[src/rtl/kemp_pkg.sv]
// ----------------------------------------------------------------------------
// kemp_pkg
// shared types, byte codes, status codes and gain constants for the key
// event message parser
// ----------------------------------------------------------------------------
package kemp_pkg;

  // framing and message type bytes
  localparam logic [7:0] START_BYTE = 8'h53;
  localparam logic [7:0] END_BYTE   = 8'h0A;
  localparam logic [7:0] KIND_DOWN  = 8'h44;
  localparam logic [7:0] KIND_UP    = 8'h55;
  localparam logic [7:0] DIGIT_ZERO = 8'h30;
  localparam logic [7:0] DIGIT_NINE = 8'h39;
  localparam logic [7:0] SPACE_CHAR = 8'h20;
  localparam logic [7:0] WS_LO      = 8'h09;
  localparam logic [7:0] WS_HI      = 8'h0D;

  // result status codes
  localparam logic [2:0] ST_OK       = 3'd0;
  localparam logic [2:0] ST_TOO_LONG = 3'd1;
  localparam logic [2:0] ST_BAD_TYPE = 3'd2;
  localparam logic [2:0] ST_BAD_KEY  = 3'd3;
  localparam logic [2:0] ST_BAD_TIME = 3'd4;

  // number parser flags
  localparam logic [1:0] PF_SKIP    = 2'd0;
  localparam logic [1:0] PF_DIGITS  = 2'd1;
  localparam logic [1:0] PF_STOPPED = 2'd2;
  localparam logic [1:0] PF_FAILED  = 2'd3;

  localparam logic [31:0] TIME_MAX = 32'hFFFF_FFFF;

  // gain: n = 103*(10000-t) held to [100000, 1000000]
  // amplitude = floor((n*1024 + 46875) / 93750), done as a reciprocal multiply
  localparam logic [31:0] GAIN_T_LO   = 32'd291;
  localparam logic [31:0] GAIN_T_HI   = 32'd9030;
  localparam logic [13:0] GAIN_T_REF  = 14'd10000;
  localparam logic [19:0] GAIN_SLOPE  = 20'd103;
  localparam logic [19:0] GAIN_N_MAX  = 20'd1000000;
  localparam logic [19:0] GAIN_N_MIN  = 20'd100000;
  localparam logic [29:0] GAIN_BIAS   = 30'd46875;
  localparam logic [30:0] GAIN_RECIP  = 31'd1501199876;
  localparam int          GAIN_SHIFT  = 47;

  typedef struct packed {
    logic [1:0]  flags;
    logic [31:0] acc;
  } parse_t;

  typedef struct packed {
    logic [2:0]  status;
    logic        key_down;
    logic [6:0]  key_number;
    logic [31:0] onset_time;
  } result_t;

  function automatic logic is_digit(input logic [7:0] b);
    return (b >= DIGIT_ZERO) && (b <= DIGIT_NINE);
  endfunction

  function automatic logic is_space(input logic [7:0] b);
    return (b == SPACE_CHAR) || ((b >= WS_LO) && (b <= WS_HI));
  endfunction

  // one decimal parser step, saturating at 32 bits
  function automatic parse_t parse_step(input logic [1:0] flags, input logic [31:0] acc,
                                        input logic [7:0] b);
    parse_t      r;
    logic [35:0] v;
    r.flags = flags;
    r.acc   = acc;
    v = 36'(acc) * 36'd10 + 36'(b - DIGIT_ZERO);
    if ((flags == PF_SKIP) || (flags == PF_DIGITS)) begin
      if (is_digit(b)) begin
        r.flags = PF_DIGITS;
        r.acc   = (v > 36'(TIME_MAX)) ? TIME_MAX : v[31:0];
      end else if (flags == PF_SKIP) begin
        r.flags = is_space(b) ? PF_SKIP : PF_FAILED;
      end else begin
        r.flags = PF_STOPPED;
      end
    end
    return r;
  endfunction

endpackage

[src/rtl/key_event_message_parser_core.sv]
// ----------------------------------------------------------------------------
// key_event_message_parser_core
// parses framed key down / key up messages from a serial byte stream and
// emits one result word with status, key, voice slot, attack time and gain
// ----------------------------------------------------------------------------
// throughput: one byte word per cycle while the output word is not held
// a result is presented once its terminating LF has been taken and it has
//   passed stage 1 (the decoded message), stage 2 (the gain/slot products)
//   and the output register
// the whole pipeline stalls together while an output word waits
// reset: synchronous active-low rst_n clears parser state and all valid bits
module key_event_message_parser_core #(
  parameter int MAX_LEN    = 20,
  parameter int NUM_VOICES = 35
) (
  input  logic        clk,
  input  logic        rst_n,
  input  logic        in_valid,
  output logic        in_ready,
  input  logic [7:0]  in_rx_byte,
  output logic        out_valid,
  input  logic        out_ready,
  output logic [2:0]  out_status,
  output logic        out_key_down,
  output logic [6:0]  out_key_number,
  output logic [5:0]  out_voice_slot,
  output logic [31:0] out_onset_time,
  output logic [13:0] out_amplitude
);
  import kemp_pkg::*;

  // byte counter width: must hold MAX_LEN itself
  localparam int CNT_W = $clog2(MAX_LEN + 1);
  // voice slot: q = (key * VS_RECIP) >> VS_SHIFT is exact for 7-bit keys
  localparam int VS_SHIFT = 14;
  localparam int VS_RECIP = ((1 << VS_SHIFT) + NUM_VOICES - 1) / NUM_VOICES;
  localparam logic [7:0]  VS_DIV  = 8'(NUM_VOICES);
  localparam logic [14:0] VS_MULT = 15'(VS_RECIP);

  // ---------------------------------------------------------------------------
  // parser state
  // ---------------------------------------------------------------------------
  logic             in_msg_r, in_msg_nxt;
  logic [CNT_W-1:0] cnt_r, cnt_nxt;
  logic [7:0]       kind_r, kind_nxt;
  logic [6:0]       key_acc_r, key_acc_nxt;
  logic [1:0]       key_flags_r, key_flags_nxt;
  logic [31:0]      time_acc_r, time_acc_nxt;
  logic [1:0]       time_flags_r, time_flags_nxt;
  logic [7:0]       held_r, held_nxt;

  // pipeline
  logic      s1_valid_r, s1_valid_nxt;
  result_t   s1_res_r, s1_res_nxt;
  logic [19:0] s1_n_r, s1_n_nxt;
  logic      s2_valid_r;
  result_t   s2_res_r;
  logic [13:0] s2_amp_r;
  logic [6:0]  s2_quot_r;
  logic      out_valid_r;
  result_t   out_res_r;
  logic [13:0] out_amp_r;
  logic [5:0]  out_slot_r;

  logic       en;
  logic       accept;
  parse_t     key_step, time_step;
  logic [7:0] b;

  // the pipeline moves as a whole unless the output word is held
  assign en       = !out_valid_r || out_ready;
  assign in_ready = en;
  assign accept   = in_valid && en;
  assign b        = in_rx_byte;

  // key parser sees the incoming byte; time parser lags one byte behind so
  // that the trailing CR never reaches it
  assign key_step  = parse_step(key_flags_r, 32'(key_acc_r), b);
  assign time_step = parse_step(time_flags_r, time_acc_r, held_r);

  // ---------------------------------------------------------------------------
  // per-byte parser update and end of message decode
  // ---------------------------------------------------------------------------
  always_comb begin
    logic [7:0] kind_eff;
    logic [1:0] kflags_eff;
    logic       key_pos;
    logic [2:0] st;
    logic [13:0] m;

    in_msg_nxt     = in_msg_r;
    cnt_nxt        = cnt_r;
    kind_nxt       = kind_r;
    key_acc_nxt    = key_acc_r;
    key_flags_nxt  = key_flags_r;
    time_acc_nxt   = time_acc_r;
    time_flags_nxt = time_flags_r;
    held_nxt       = held_r;
    s1_valid_nxt   = 1'b0;
    s1_res_nxt     = '0;
    s1_n_nxt       = '0;
    kind_eff       = kind_r;
    kflags_eff     = key_flags_r;
    st             = ST_OK;
    m              = '0;

    key_pos = (cnt_r == CNT_W'(2)) || (cnt_r == CNT_W'(3));

    if (!in_msg_r) begin
      // hunting for the start byte
      if (b == START_BYTE) begin
        in_msg_nxt     = 1'b1;
        cnt_nxt        = '0;
        kind_nxt       = '0;
        key_acc_nxt    = '0;
        key_flags_nxt  = PF_SKIP;
        time_acc_nxt   = '0;
        time_flags_nxt = PF_SKIP;
        held_nxt       = '0;
      end
    end else if (b != END_BYTE) begin
      // message body; bytes past MAX_LEN are dropped but still tracked
      if (cnt_r < CNT_W'(MAX_LEN)) begin
        if (cnt_r == '0) kind_nxt = b;
        if (key_pos) begin
          key_acc_nxt   = key_step.acc[6:0];
          key_flags_nxt = key_step.flags;
        end
        if (cnt_r >= CNT_W'(5)) begin
          time_acc_nxt   = time_step.acc;
          time_flags_nxt = time_step.flags;
        end
        cnt_nxt = cnt_r + CNT_W'(1);
      end
      held_nxt = b;
    end else begin
      // terminating LF: decode and launch a result
      in_msg_nxt   = 1'b0;
      held_nxt     = b;
      s1_valid_nxt = 1'b1;
      if (cnt_r == '0) kind_eff = b;
      if (key_pos) kflags_eff = key_step.flags;

      priority if (({1'b0, cnt_r} + (CNT_W+1)'(1)) >= (CNT_W+1)'(MAX_LEN)) begin
        st = ST_TOO_LONG;
      end else if ((kind_eff != KIND_DOWN) && (kind_eff != KIND_UP)) begin
        st = ST_BAD_TYPE;
      end else if ((kflags_eff != PF_DIGITS) && (kflags_eff != PF_STOPPED)) begin
        st = ST_BAD_KEY;
      end else if ((kind_eff == KIND_DOWN) && (time_flags_r != PF_DIGITS) &&
                   (time_flags_r != PF_STOPPED)) begin
        st = ST_BAD_TIME;
      end else begin
        st = ST_OK;
      end

      s1_res_nxt.status = st;
      if (st == ST_OK) begin
        s1_res_nxt.key_down   = (kind_eff == KIND_DOWN);
        s1_res_nxt.key_number = key_acc_r;
        if (kind_eff == KIND_DOWN) s1_res_nxt.onset_time = time_acc_r;
      end

      // clamped gain numerator n = 103*(10000-t)
      m = GAIN_T_REF - time_acc_r[13:0];
      priority if (time_acc_r <= GAIN_T_LO) begin
        s1_n_nxt = GAIN_N_MAX;
      end else if (time_acc_r >= GAIN_T_HI) begin
        s1_n_nxt = GAIN_N_MIN;
      end else begin
        s1_n_nxt = 20'(m) * GAIN_SLOPE;
      end
    end
  end

  // stage 2 products
  logic [29:0] gain_num;
  logic [60:0] gain_prod;
  logic [21:0] slot_prod;
  logic [13:0] slot_back;

  assign gain_num  = {s1_n_r, 10'b0} + GAIN_BIAS;
  assign gain_prod = 61'(gain_num) * 61'(GAIN_RECIP);
  assign slot_prod = 22'(s1_res_r.key_number) * 22'(VS_MULT);
  // output stage: remainder from the registered quotient
  assign slot_back = 14'(s2_quot_r) * 14'(VS_DIV);

  always_ff @(posedge clk) begin
    if (!rst_n) begin
      in_msg_r     <= 1'b0;
      cnt_r        <= '0;
      kind_r       <= '0;
      key_acc_r    <= '0;
      key_flags_r  <= PF_SKIP;
      time_acc_r   <= '0;
      time_flags_r <= PF_SKIP;
      held_r       <= '0;
      s1_valid_r   <= 1'b0;
      s2_valid_r   <= 1'b0;
      out_valid_r  <= 1'b0;
    end else if (en) begin
      if (accept) begin
        in_msg_r     <= in_msg_nxt;
        cnt_r        <= cnt_nxt;
        kind_r       <= kind_nxt;
        key_acc_r    <= key_acc_nxt;
        key_flags_r  <= key_flags_nxt;
        time_acc_r   <= time_acc_nxt;
        time_flags_r <= time_flags_nxt;
        held_r       <= held_nxt;
      end
      s1_valid_r  <= accept && s1_valid_nxt;
      s2_valid_r  <= s1_valid_r;
      out_valid_r <= s2_valid_r;
    end
  end

  // payload registers, no reset
  always_ff @(posedge clk) begin
    if (en) begin
      s1_res_r  <= s1_res_nxt;
      s1_n_r    <= s1_n_nxt;
      s2_res_r  <= s1_res_r;
      s2_amp_r  <= gain_prod[GAIN_SHIFT+13:GAIN_SHIFT];
      s2_quot_r <= slot_prod[VS_SHIFT+6:VS_SHIFT];
      out_res_r <= s2_res_r;
      out_slot_r <= 6'(14'(s2_res_r.key_number) - slot_back);
      // gain only for a good key down message
      out_amp_r <= ((s2_res_r.status == ST_OK) && s2_res_r.key_down) ? s2_amp_r : '0;
    end
  end

  assign out_valid       = out_valid_r;
  assign out_status      = out_res_r.status;
  assign out_key_down    = out_res_r.key_down;
  assign out_key_number  = out_res_r.key_number;
  assign out_voice_slot  = out_slot_r;
  assign out_onset_time  = out_res_r.onset_time;
  assign out_amplitude   = out_amp_r;

  // ---------------------------------------------------------------------------
  // assertions
  // ---------------------------------------------------------------------------
  a_err_zero: assert property (@(posedge clk) disable iff (!rst_n)
    out_valid && (out_status != ST_OK) |->
      (out_key_number == '0) && (out_voice_slot == '0) &&
      (out_onset_time == '0) && (out_amplitude == '0) && !out_key_down)
    else $error("error word carries nonzero fields");

  a_gain_range: assert property (@(posedge clk) disable iff (!rst_n)
    out_valid && (out_status == ST_OK) && out_key_down |->
      (out_amplitude >= 14'd1092) && (out_amplitude <= 14'd10923))
    else $error("amplitude out of range");

  a_up_zero: assert property (@(posedge clk) disable iff (!rst_n)
    out_valid && !out_key_down |-> (out_onset_time == '0) && (out_amplitude == '0))
    else $error("key up word with time or gain");

  a_slot_range: assert property (@(posedge clk) disable iff (!rst_n)
    out_valid |-> (32'(out_voice_slot) < 32'(NUM_VOICES)))
    else $error("voice slot beyond voice count");

  a_cnt_bound: assert property (@(posedge clk) disable iff (!rst_n)
    32'(cnt_r) <= 32'(MAX_LEN))
    else $error("byte counter past limit");

endmodule

[config.mk]
export PLATFORM = sky130hd
export DESIGN_NAME = key_event_message_parser_core
export DESIGN_NICKNAME = d
export VERILOG_FILES = /design/src/rtl/kemp_pkg.sv /design/src/rtl/key_event_message_parser_core.sv
export SDC_FILE = /design/constraint.sdc
export NUM_CORES = 1
export LEC_CHECK = 0
export ABC_AREA = 1
export BUFFER_PORTS_ARGS = -buffer_cell sky130_fd_sc_hd__buf_2
export CELL_PAD_IN_SITES_DETAIL_PLACEMENT = 0
export CELL_PAD_IN_SITES_GLOBAL_PLACEMENT = 1
export CORE_ASPECT_RATIO = 1.75
export CORE_MARGIN = 2
export CORE_UTILIZATION = 54
export CTS_CLUSTER_SIZE = 20
export DETAILED_ROUTE_END_ITERATION = 7
export PLACE_DENSITY = 0.95
export RECOVER_POWER = 50
export SLEW_MARGIN = 15
export SYNTH_ARGS = -nofsm -noshare
export SYNTH_HDL_FRONTEND = slang
export SYNTH_SLANG_ARGS = --single-unit
[constraint.sdc]
create_clock -name clk -period 24.9 [get_ports clk]
set_input_delay 2.49 -clock clk [delete_from_list [all_inputs] [get_ports clk]]
set_output_delay 2.49 -clock clk [all_outputs]
set_load 0.01 [all_outputs]
==> reports/metrics.cfg <==
[outcome]
outcome = complete, but fails checks
violations = capacitance limit, slew limit

[timing]
tns_ns = 0
period_needed_ns = 9.08
fin_ws_ns = 15.82
fmax_mhz = 110
finalCritPeriodShare = 0.365
slew-limit-headroom = -1.35
setup_violations = 0
report.final.slew_viol_count = 157
tightest_slew_ns = 3.53
grt_setup_unrepaired = no
hold_ws_ns = 0.414
finClkSkew_ns = 0.0259
hold_violations = 0

[synth]
synthFlopType = edfxtp_1
synth-seq-cells = 253
synth_seq_area_share = 0.235
synth_area_leaders = ha_1 20%, edfxtp_1 19%, fa_1 18%
syn_area_um2 = 29500
syn_avg_cell_area_um2 = 8.51
synth_top_area_frac = 0.203
syn_inst = 3466
synth_top_cell_by_area = ha_1
ys_warn_count = 0
synth_edf_count = 185
synthArstFlopShare = 0
yosysUniqueCellTypes = 51
synth_nets = 4224

[global_route]
grt_pass1_wl_mm = 129
first_global_vias = 25000
antenna_found_initial = 0
grt-ovfl-total = 0
grt_max_degree = 65
globalRouteTotalUtil = 0.292

[pwr]
powerDensity_nw_per_um2 = 27.1
ir_drop_mv = 0.0633
p_leak_uw = 0.0173
totalPowerFinal_uw = 853

[cts]
clk_pin_slew_ns = 0.08
worstSkewPairLatency_ns = 0.59
cts_tree = yes
cts-htree-levels = 1
cts-resized-gates = 0
cts_buffers = 26
max-clock-path-buffers = 3
post_cts_buffers = 0
holdBufCountCts = 0
clockRootBuffer = clkbuf_16
cts_sinks = 253

[worst_setup_path]
critPathMaxStageDelay_ns = 0.63
end_kind = register
crit_top_cell = fa_1
path_class = reg2reg
crit_fanout = 13
cp_slowest_cell = edfxtp_1
start_kind = register
worstPathArrival_ns = 9.41
worstPathRequired_ns = 25.22

[floorplanning]
io_pins = 77
core_area_um2 = 54200
die_x_um = 181
die_height_um = 313
placementRows = 113
start_util = 0.545
die-area_um2 = 56600

[cells_and_area]
drive_above_1_share = 0.0473
area_growth_pct = 6.89
nNetsFinal = 4312
diodes = 0
utilization = 0.582

[routing]
wl_per_cell_um = 18.9
vias_per_cell = 5.43
first_pass_iters = 5
vias = 23100
remaining_drc_errors = 0
drt_first_iter_violations = 1138
ant_nets = 0
wl_mm = 80.5

[placed_design]
port_buffers = 76
hpwl_mm = 68.4
place.gp.congestion = 0.980
pre_cts_ws_ns = 15.79

[worst_hold_path]
hp-class = reg2reg

[flow_run]
cap_violations = 3

[cells in the final DEF (no fill, tap or decap), types with 4 or more instances in the layout]
cell / instances
inv_1: 745
nand2_1: 635
ha_1: 479
nor2_1: 270
fa_1: 267
a21oi_1: 233
edfxtp_1: 185
o21ai_0: 86
nand3_1: 82
xor2_1: 80
buf_2: 76
dfxtp_1: 68
nand4_1: 58
xnor2_1: 52
clkbuf_16: 26
nor3_1: 25
a31oi_1: 24
o21bai_1: 18
or2_2: 13
nor4_1: 12
a21o_1: 12
nand3b_1: 12
buf_4: 12
inv_2: 7
and3_1: 7
o21a_1: 7
o21ai_1: 6
a21boi_0: 5
clkinv_1: 5
o2111ai_1: 5
clkinvlp_4: 5
o211ai_1: 4
o22ai_1: 4
[worst max-delay path, delay by kind of cell, from the launching register on]
kind            cells  cell delay (ns)
compound gates      2             0.55
fa+ha+maj          10             4.58
flops               1             0.63
buf+inv             3             0.56
simple gates       12             1.88
xor+xnor            2             0.64
[worst paths after layout]
path | from | end | slack [ns] | depth (start not counted)
max reg2reg | s1_n_r[0]$_SDFFCE_PP0N_ | s2_amp_r[13]$_DFFE_PN_ | 15.82 | 29
max | s1_n_r[0]$_SDFFCE_PP0N_ | s2_amp_r[13]$_DFFE_PN_ | 15.82 | 29
min | s2_res_r[38]$_DFFE_PN_ | out_key_number[6]$_DFFE_PN_ | 0.41 | 0
min reg2reg | s2_res_r[38]$_DFFE_PN_ | out_key_number[6]$_DFFE_PN_ | 0.41 | 0
[power by group]
part	internal, uW	switching, uW
logic	3.58	8.87
registers	446	0.0271
clock network	207	188
total	656	197
[registers in the layout, summed over array words and instances, names as in the netlist, 5 cells and up]
name and cells:
out_key_number 7, out_amplitude 14, out_onset_time 32, kind_r 8, s1_n_r 20, time_acc_r 32
cnt_r 5, s2_amp_r 14, s1_res_r 43, key_acc_r 7, s2_res_r 43, out_voice_slot 6
held_r 8
[cells in the mapped netlist (all sizes together) (26+ instances only)]
library cell and number:
edfxtp 185, dfxtp 68, ha 479, nand4 59
nand3 83, nand2 636, nor3 26, fa 267
o21ai 92, inv 753, nor2 276, xnor2 52
a21oi 233, xor2 81
[logic make-up (layout without fill, tap and decap cells)]
| group | after synthesis | after routing | synth area share |
|---|---|---|---|
| xor gates and xnor gates | 133 | 133 | 0.0395 |
| AOI/OAI and AO/OA | 419 | 419 | 0.0786 |
| adders and majority gates | 746 | 746 | 0.385 |
| buffers and inverters | 785 | 893 | 0.101 |
| DFF | 253 | 253 | 0.235 |
| and+or+nand+nor | 1130 | 1130 | 0.161 |
[final cells by class]
class                   count  area, um2
clock buffers              27        654
fillers                  4936      22600
multi-input cells        2428      19600
clock inverters            21        185
repair buffers             90        478
flip-flops and latches    253       6920
inverters                 755       2840
well taps                 690        863
[stage by stage]
| stage | cell area, um2 | cells |
|---|---|---|
| 4_1_cts | 31500 | 4264 |
| 5_1_grt | 31500 | 4264 |
| 3_5_place_dp | 30700 | 4216 |
| 2_1_floorplan | 29500 | 3466 |
| 3_3_place_gp | 30700 | 4216 |
| 6_report | 31500 | 4264 |
[routing by layer]
layer	track usage	routed length, um	vias to the layer above
li1	-	-	11300
met1	0.279	27100	11000
met2	0.576	44600	506
met3	0.0193	1740	311
met4	0.217	7080	0
met5	0	0	-
(Power assumes the default switching activity.)
